[config.mk]
export PLATFORM = sky130hd
export DESIGN_NAME = bte_queue
export DESIGN_NICKNAME = d
export VERILOG_FILES = /design/src/rtl/bte_pkg.sv /design/src/rtl/bte_queue.sv
export SDC_FILE = /design/constraint.sdc
export NUM_CORES = 1
export LEC_CHECK = 0
export ABC_CLOCK_PERIOD_IN_PS = 4200
export BUFFER_PORTS_ARGS = -buffer_cell sky130_fd_sc_hd__buf_2
export CELL_PAD_IN_SITES_DETAIL_PLACEMENT = 0
export CELL_PAD_IN_SITES_GLOBAL_PLACEMENT = 2
export CORE_ASPECT_RATIO = 0.5
export CORE_MARGIN = 2
export CORE_UTILIZATION = 28
export DETAILED_ROUTE_END_ITERATION = 10
export GPL_TIMING_DRIVEN = 0
export PLACE_DENSITY_LB_ADDON = 0.1
export SETUP_SLACK_MARGIN = 0.3
export SKIP_LAST_GASP = 1
export SYNTH_ARGS = -nofsm -noshare
export SYNTH_HDL_FRONTEND = slang
export SYNTH_SLANG_ARGS = --single-unit
[constraint.sdc]
create_clock -name clk -period 4.2 [get_ports clk]
set_input_delay 0.21 -clock clk [delete_from_list [all_inputs] [get_ports clk]]
set_output_delay 0.21 -clock clk [all_outputs]
set_load 0.005 [all_outputs]
[src/rtl/bte_pkg.sv]
// Shared types, constants and text tables for the BASIC token expander.
`timescale 1ns / 1ps

package bte_pkg;

    localparam int QUEUE_DEPTH = 2;
    localparam int TOK_BYTES   = 11;

    localparam logic [2:0] FMT_NONE  = 3'd0;
    localparam logic [2:0] FMT_BRACE = 3'd1;
    localparam logic [2:0] FMT_HASH  = 3'd2;
    localparam logic [2:0] FMT_ATTR  = 3'd3;
    localparam logic [2:0] FMT_CHR   = 3'd4;

    localparam logic [7:0] CODE_SKIP5  = 8'd14;
    localparam logic [7:0] CODE_COL_LO = 8'd16;
    localparam logic [7:0] CODE_COL_HI = 8'd21;
    localparam logic [7:0] CODE_AT     = 8'd22;
    localparam logic [7:0] CODE_TAB    = 8'd23;
    localparam logic [7:0] CODE_BSLASH = 8'd92;
    localparam logic [7:0] CODE_DEL    = 8'd127;
    localparam logic [7:0] CODE_SPACE  = 8'd32;
    localparam logic [7:0] CODE_TOKEN  = 8'd128;
    localparam logic [7:0] COLOUR_BASE = 8'd15;

    typedef enum logic [1:0] {
        JOB_CHAR,
        JOB_ESC,
        JOB_TOKEN,
        JOB_COLOUR
    } job_kind_t;

    // One expansion job handed from the front to the back
    typedef struct packed {
        job_kind_t   kind;
        logic [7:0]  code;
        logic [2:0]  sel;
        logic [7:0]  parm;
        logic [2:0]  fmt;
        logic [4:0]  start;
        logic [4:0]  len;
    } job_t;

    // Keyword and graphic escape text, right-justified, zero-padded
    function automatic logic [8*TOK_BYTES-1:0] tok_str(input logic [6:0] idx);
        case (idx)
            7'd0:   return "\\  ";
            7'd1:   return "\\ '";
            7'd2:   return "\\' ";
            7'd3:   return "\\''";
            7'd4:   return "\\ .";
            7'd5:   return "\\ :";
            7'd6:   return "\\'.";
            7'd7:   return "\\':";
            7'd8:   return "\\. ";
            7'd9:   return "\\.'";
            7'd10:  return "\\: ";
            7'd11:  return "\\:'";
            7'd12:  return "\\..";
            7'd13:  return "\\.:";
            7'd14:  return "\\:.";
            7'd15:  return "\\::";
            7'd16:  return "\\a";
            7'd17:  return "\\b";
            7'd18:  return "\\c";
            7'd19:  return "\\d";
            7'd20:  return "\\e";
            7'd21:  return "\\f";
            7'd22:  return "\\g";
            7'd23:  return "\\h";
            7'd24:  return "\\i";
            7'd25:  return "\\j";
            7'd26:  return "\\k";
            7'd27:  return "\\l";
            7'd28:  return "\\m";
            7'd29:  return "\\n";
            7'd30:  return "\\o";
            7'd31:  return "\\p";
            7'd32:  return "\\q";
            7'd33:  return "\\r";
            7'd34:  return "\\s";
            7'd35:  return "\\t";
            7'd36:  return "\\u";
            7'd37:  return "RND";
            7'd38:  return "INKEY$";
            7'd39:  return "PI";
            7'd40:  return "FN ";
            7'd41:  return "POINT ";
            7'd42:  return "SCREEN$ ";
            7'd43:  return "ATTR ";
            7'd44:  return "AT ";
            7'd45:  return "TAB ";
            7'd46:  return "VAL$ ";
            7'd47:  return "CODE ";
            7'd48:  return "VAL ";
            7'd49:  return "LEN ";
            7'd50:  return "SIN ";
            7'd51:  return "COS ";
            7'd52:  return "TAN ";
            7'd53:  return "ASN ";
            7'd54:  return "ACS ";
            7'd55:  return "ATN ";
            7'd56:  return "LN ";
            7'd57:  return "EXP ";
            7'd58:  return "INT ";
            7'd59:  return "SQR ";
            7'd60:  return "SGN ";
            7'd61:  return "ABS ";
            7'd62:  return "PEEK ";
            7'd63:  return "IN ";
            7'd64:  return "USR ";
            7'd65:  return "STR$ ";
            7'd66:  return "CHR$ ";
            7'd67:  return "NOT ";
            7'd68:  return "BIN ";
            7'd69:  return " OR ";
            7'd70:  return " AND ";
            7'd71:  return "<=";
            7'd72:  return ">=";
            7'd73:  return "<>";
            7'd74:  return " LINE ";
            7'd75:  return " THEN ";
            7'd76:  return " TO ";
            7'd77:  return " STEP ";
            7'd78:  return " DEF FN ";
            7'd79:  return " CAT ";
            7'd80:  return " FORMAT ";
            7'd81:  return " MOVE ";
            7'd82:  return " ERASE ";
            7'd83:  return " OPEN #";
            7'd84:  return " CLOSE #";
            7'd85:  return " MERGE ";
            7'd86:  return " VERIFY ";
            7'd87:  return " BEEP ";
            7'd88:  return " CIRCLE ";
            7'd89:  return " INK ";
            7'd90:  return " PAPER ";
            7'd91:  return " FLASH ";
            7'd92:  return " BRIGHT ";
            7'd93:  return " INVERSE ";
            7'd94:  return " OVER ";
            7'd95:  return " OUT ";
            7'd96:  return " LPRINT ";
            7'd97:  return " LLIST ";
            7'd98:  return " STOP ";
            7'd99:  return " READ ";
            7'd100: return " DATA ";
            7'd101: return " RESTORE ";
            7'd102: return " NEW ";
            7'd103: return " BORDER ";
            7'd104: return " CONTINUE ";
            7'd105: return " DIM ";
            7'd106: return " REM ";
            7'd107: return " FOR ";
            7'd108: return " GO TO ";
            7'd109: return " GO SUB ";
            7'd110: return " INPUT ";
            7'd111: return " LOAD ";
            7'd112: return " LIST ";
            7'd113: return " LET ";
            7'd114: return " PAUSE ";
            7'd115: return " NEXT ";
            7'd116: return " POKE ";
            7'd117: return " PRINT ";
            7'd118: return " PLOT ";
            7'd119: return " RUN ";
            7'd120: return " SAVE ";
            7'd121: return " RANDOMIZE ";
            7'd122: return " IF ";
            7'd123: return " CLS ";
            7'd124: return " DRAW ";
            7'd125: return " CLEAR ";
            7'd126: return " RETURN ";
            7'd127: return " COPY ";
            default: return "";
        endcase
    endfunction

    // Count of characters in a token string
    function automatic logic [3:0] tok_len(input logic [6:0] idx);
        logic [8*TOK_BYTES-1:0] s;
        logic [3:0] n;
        s = tok_str(idx);
        n = 4'd0;
        for (int i = 0; i < TOK_BYTES; i++) begin
            if (s[i*8 +: 8] != 8'd0) begin
                n = n + 4'd1;
            end
        end
        return n;
    endfunction

    // Character at position pos of a token string
    function automatic logic [7:0] tok_char(input logic [6:0] idx, input logic [4:0] pos);
        logic [8*TOK_BYTES-1:0] s;
        logic [3:0] l;
        logic [6:0] sh;
        s  = tok_str(idx);
        l  = tok_len(idx);
        sh = {4'(l - 4'd1 - pos[3:0]), 3'b000};
        return s[sh +: 8];
    endfunction

    // Length of a colour escape in the given format, zero when dropped
    function automatic logic [4:0] colour_len(input logic [2:0] fmt);
        case (fmt)
            FMT_BRACE: return 5'd9;
            FMT_HASH:  return 5'd10;
            FMT_ATTR:  return 5'd5;
            FMT_CHR:   return 5'd18;
            default:   return 5'd0;
        endcase
    endfunction

    // Character at position pos of a colour escape
    function automatic logic [7:0] colour_char(input logic [2:0] fmt, input logic [2:0] sel,
                                               input logic [7:0] parm, input logic [4:0] pos);
        logic [2:0] k;
        logic [7:0] tens;
        logic [7:0] unit;
        logic [7:0] letter;
        logic [7:0] d;
        logic [7:0] c;
        k    = sel - 3'd1;
        tens = (k < 3'd4) ? "1" : "2";
        d    = parm + 8'd48;
        case (k)
            3'd0:    begin unit = "6"; letter = "i"; end
            3'd1:    begin unit = "7"; letter = "p"; end
            3'd2:    begin unit = "8"; letter = "f"; end
            3'd3:    begin unit = "9"; letter = "b"; end
            3'd4:    begin unit = "0"; letter = "v"; end
            default: begin unit = "1"; letter = "o"; end
        endcase
        c = 8'd0;
        case (fmt)
            FMT_BRACE: begin
                case (pos)
                    5'd0, 5'd5: c = "\\";
                    5'd1, 5'd6: c = "{";
                    5'd2:       c = tens;
                    5'd3:       c = unit;
                    5'd7:       c = d;
                    default:    c = "}";
                endcase
            end
            FMT_HASH: begin
                case (pos)
                    5'd0, 5'd5: c = "\\";
                    5'd1, 5'd6: c = "#";
                    5'd3:       c = tens;
                    5'd4:       c = unit;
                    5'd9:       c = d;
                    default:    c = "0";
                endcase
            end
            FMT_ATTR: begin
                case (pos)
                    5'd0:    c = "\\";
                    5'd1:    c = "{";
                    5'd2:    c = letter;
                    5'd3:    c = (k == 3'd4) ? ((parm != 8'd0) ? "i" : "n") : d;
                    default: c = "}";
                endcase
            end
            FMT_CHR: begin
                case (pos)
                    5'd0, 5'd17:        c = "\"";
                    5'd1, 5'd9, 5'd16:  c = ";";
                    5'd2, 5'd10:        c = "C";
                    5'd3, 5'd11:        c = "H";
                    5'd4, 5'd12:        c = "R";
                    5'd5, 5'd13:        c = "$";
                    5'd6, 5'd14:        c = " ";
                    5'd7:               c = tens;
                    5'd8:               c = unit;
                    default:            c = d;
                endcase
            end
            default: c = 8'd0;
        endcase
        return c;
    endfunction

    // Character at position pos of a job
    function automatic logic [7:0] job_char(input job_t job, input logic [4:0] pos);
        case (job.kind)
            JOB_CHAR:  return job.code;
            JOB_ESC:   return (pos == 5'd0) ? "\\" :
                              ((job.code == CODE_BSLASH) ? "\\" : "*");
            JOB_TOKEN: return tok_char(job.code[6:0], pos);
            default:   return colour_char(job.fmt, job.sel, job.parm, pos);
        endcase
    endfunction

endpackage

[src/rtl/bte_queue.sv]
// Short job queue between front and back ends.
`timescale 1ns / 1ps

module bte_queue
#(
    parameter int DEPTH = bte_pkg::QUEUE_DEPTH
)
(
    input  logic              clk,
    input  logic              rst_n,
    input  logic              wr_en,
    input  bte_pkg::job_t     wr_job,
    output logic              full,
    input  logic              rd_en,
    output logic              rd_valid,
    output bte_pkg::job_t     rd_job
);

    localparam int PW = (DEPTH > 1) ? $clog2(DEPTH) : 1;
    localparam int CW = $clog2(DEPTH + 1);

    bte_pkg::job_t  slot_reg [DEPTH];
    logic [PW-1:0]  wr_ptr_reg;
    logic [PW-1:0]  rd_ptr_reg;
    logic [CW-1:0]  count_reg;

    assign full     = (count_reg == CW'(DEPTH));
    assign rd_valid = (count_reg != '0);
    assign rd_job   = slot_reg[rd_ptr_reg];

    // Pointers and fill count
    always_ff @(posedge clk or negedge rst_n)
    begin
        if (!rst_n)
        begin
            wr_ptr_reg <= '0;
            rd_ptr_reg <= '0;
            count_reg  <= '0;
        end
        else
        begin
            if (wr_en)
            begin
                wr_ptr_reg <= (wr_ptr_reg == PW'(DEPTH - 1)) ? '0 : wr_ptr_reg + 1'b1;
            end
            if (rd_en)
            begin
                rd_ptr_reg <= (rd_ptr_reg == PW'(DEPTH - 1)) ? '0 : rd_ptr_reg + 1'b1;
            end
            if (wr_en && !rd_en)
            begin
                count_reg <= count_reg + 1'b1;
            end
            else if (rd_en && !wr_en)
            begin
                count_reg <= count_reg - 1'b1;
            end
        end
    end

    // Job storage
    always_ff @(posedge clk)
    begin
        if (wr_en)
        begin
            slot_reg[wr_ptr_reg] <= wr_job;
        end
    end

endmodule

==> flow_summary_export.csv <==
group,metric,value,unit
route,drc,0,
critical_path,crit_path_start,"rd_ptr_reg",
floorplan,dieArea,0.01084,mm2
global_routing,grt_max_degree,35,
timing,fmax,612.6,MHz
synthesis,synth_top_area_share,73.09,%
layout,final_nets,247,
critical_path,cp.depth,4,
clocking,clk_latency,320,ps
layout,final_cell_mix,"buf_2 (73), edfxtp_1 (68), mux2_4 (29), clkbuf_16 (9), mux2_2 (5)",
synthesis,syn_area_per_cell,22.90,um2
critical_path,start_kind,"register",
timing,fin_crit,1632,ps
place,portBuffers,73,
critical_path,r2r_slack,2640,ps
global_routing,grt_pass1_wl,7.210,mm
route,wirelength,4.640,mm
place,post_dp_cell_area,0.003364,mm2
power_and_ir_drop,powerDensity,688.9,mW/mm2
global_routing,antenna_found_initial,0,
layout,final_area,0.003700,mm2
critical_path,arrival,1420,ps
synthesis,yosysWarningCount,0,
layout,syn2layout_area_growth,32.42,%
timing,fin_skew,2.699,ps
critical_path,crit_fanout,10,
critical_path,slowest_stage,"dfrtp_1",
power_and_ir_drop,leakagePower,1.491,nW
synthesis,synth_seq_cells,72,
route,vias,1344,
global_routing,grt_pass1_vias,1460,
place,pre_cts_ws,2587,ps
timing,maxSlewViolCount,0,
critical_path,path_buf_inv,3,
timing,fin_setup_tns,0,ps
synthesis,synth_top_cells_by_area,"edfxtp_1 (73%), mux2_4 (16%), dfrtp_1 (3.6%), buf_12 (2.1%), mux2_2 (2.0%)",
place,gp_congestion,0.6469,
clocking,root_buffer,"clkbuf_16",
layout,fillers,927,
route,dr.pass1.iters,4,
floorplan,io_pins,74,
route,wire_per_inst,13.33,um
critical_path,r2r-start,"wr_ptr_reg",
timing,setup_viol,0,
floorplan,chipWidth,145.3,um
timing,slew_headroom,41.42,%
global_routing,grt_remaining_overflow,0,
synthesis,synth_nets,161,
critical_path,worstPathRequired,3990,ps
timing,final-hold-violation-count,0,
clocking,clkTransAtPathRegs,50,ps
layout,largest_reg_flops,68,
synthesis,netlist_area,0.002794,mm2
critical_path,end_kind,"output port",
flow_run,cap_violations,0,
route,viasPerCell,3.862,
clocking,clock_path_buffers,2,
critical_path,critical-path-max-stage-delay,370,ps
worst_hold_path,hold_path.class,"input pin to register",
critical_path,r2r-end,"slot_reg[1][1]",
synthesis,synth.largest_area_cell,"edfxtp_1",
critical_path,crit_chain,"buf_6 > buf_12 > mux2_4 > buf_2",
critical_path,crit_type,"register to output port",
critical_path,endpoint,"rd_job[25]",
global_routing,grt_usage,9.257,%
clocking,cts.sinks,72,
layout,final_common_cell,"buf_2",
synthesis,synth.distinct_cells,14,
clocking,cts.repair.resized,0,
clocking,htreeDepth,3,
layout,drive_gt1_share,60.56,%
critical_path,worst_r2r_path_depth,1,
route,ant_nets,0,
floorplan,num_rows,25,
floorplan,die_h,74.64,um
route,drt-initial-drc-count,47,
timing,fin_ws,2568,ps
timing,period_share,38.87,%
timing,tightest_slew,878.7,ps
layout,final_util,38.65,%
critical_path,cp_top_family,"buffers and inverters",
timing,rsz0062_at_grt,"false",
place,dp_hpwl,3.032,mm
layout,antennaDiodeCount,0,
synthesis,syn_inst,122,
outcome,status,"finished, final reports clean",
floorplan,initial_core_util,29.19,%
floorplan,coreArea,0.009572,mm2
clocking,cts_tree,"done",
power_and_ir_drop,ir_drop,0.0002772,V
clocking,numCtsBuffers,9,
synthesis,synth-seq-area-share,76.67,%
final cells by class:
cell class	count	area, um2	share of cell area, %
Buffer	4	71.32	1.928
Clock buffer	13	260.3	7.034
Clock inverter	3	65.06	1.759
Inverter	1	3.754	0.1015
Multi-Input combinational cell	45	585.6	15.83
Sequential cell	72	2142	57.90
Tap cell	135	168.9	4.565
Timing Repair Buffer	75	402.9	10.89
power by group:
group | leakage, nW | switching [mW] | total, mW | internal, mW
combinational | 0.646 | 0.307 | 0.735 | 0.427
clock | 0.160 | 0.261 | 0.812 | 0.551
sequential | 0.685 | 0.0433 | 1.00 | 0.958
metal layers:
metal	global-route usage [%]	wire length, um	vias to the layer above
met1	10.33	2037	653
met3	4.727	293	6
met4	4.575	57	0
met2	15.17	2252	40
met5	0	0	-
li1	-	-	645
Yosys cell counts:
master    instances
edfxtp_1         68
mux2_4           29
mux2_2            5
dfrtp_1           4
xor2_1            4
buf_12            3
nor2b_1           2
and2_1            1
buf_6             1
ha_1              1
inv_1             1
nor2_1            1
or2_2             1
xnor2_1           1
per-stage QoR:
| stage | hold slack [ps] | power [mW] | cells |
|---|---|---|---|
| 2_1_floorplan | -85.59 | 1.506 | 122 |
| 3_3_place_gp | 21.96 | 1.757 | 330 |
| 3_5_place_dp | 23.90 | 1.778 | 331 |
| 4_1_cts | 57.57 | 2.606 | 348 |
| 5_1_grt | 54.61 | 2.690 | 348 |
| 6_report | 74.62 | 2.549 | 348 |
cell families (layout without fill, tap and decap cells):
| logic type | after synthesis | after routing | synth area share [%] |
|---|---|---|---|
| flops | 72 | 72 | 76.67 |
| fa+ha+maj | 1 | 1 | 0.4478 |
| mux | 34 | 34 | 17.60 |
| xor+xnor | 5 | 5 | 1.567 |
| buf+inv | 5 | 96 | 2.687 |
| simple gates | 5 | 5 | 1.030 |
how the worst min path moves through the flow:
stage	cells past startpoint	start	endpoint	slack [ps]
finish	1	wr_job[33]	slot_reg[1][33]	70
global placement	1	rst_n	count_reg[1]	20
CTS	1	wr_job[6]	slot_reg[1][6]	60
detailed placement	1	rst_n	count_reg[0]	20
floorplan	0	rst_n	count_reg[0]	-90
global route	1	wr_job[14]	slot_reg[0][14]	50
timing repair:
item | in CTS | in global routing
hold endpoints to repair | 4 | 0
buffers inserted | 0 | 0
hold buffers | 1 | 0
No activity file was read; power rests on OpenSTA's default activity.
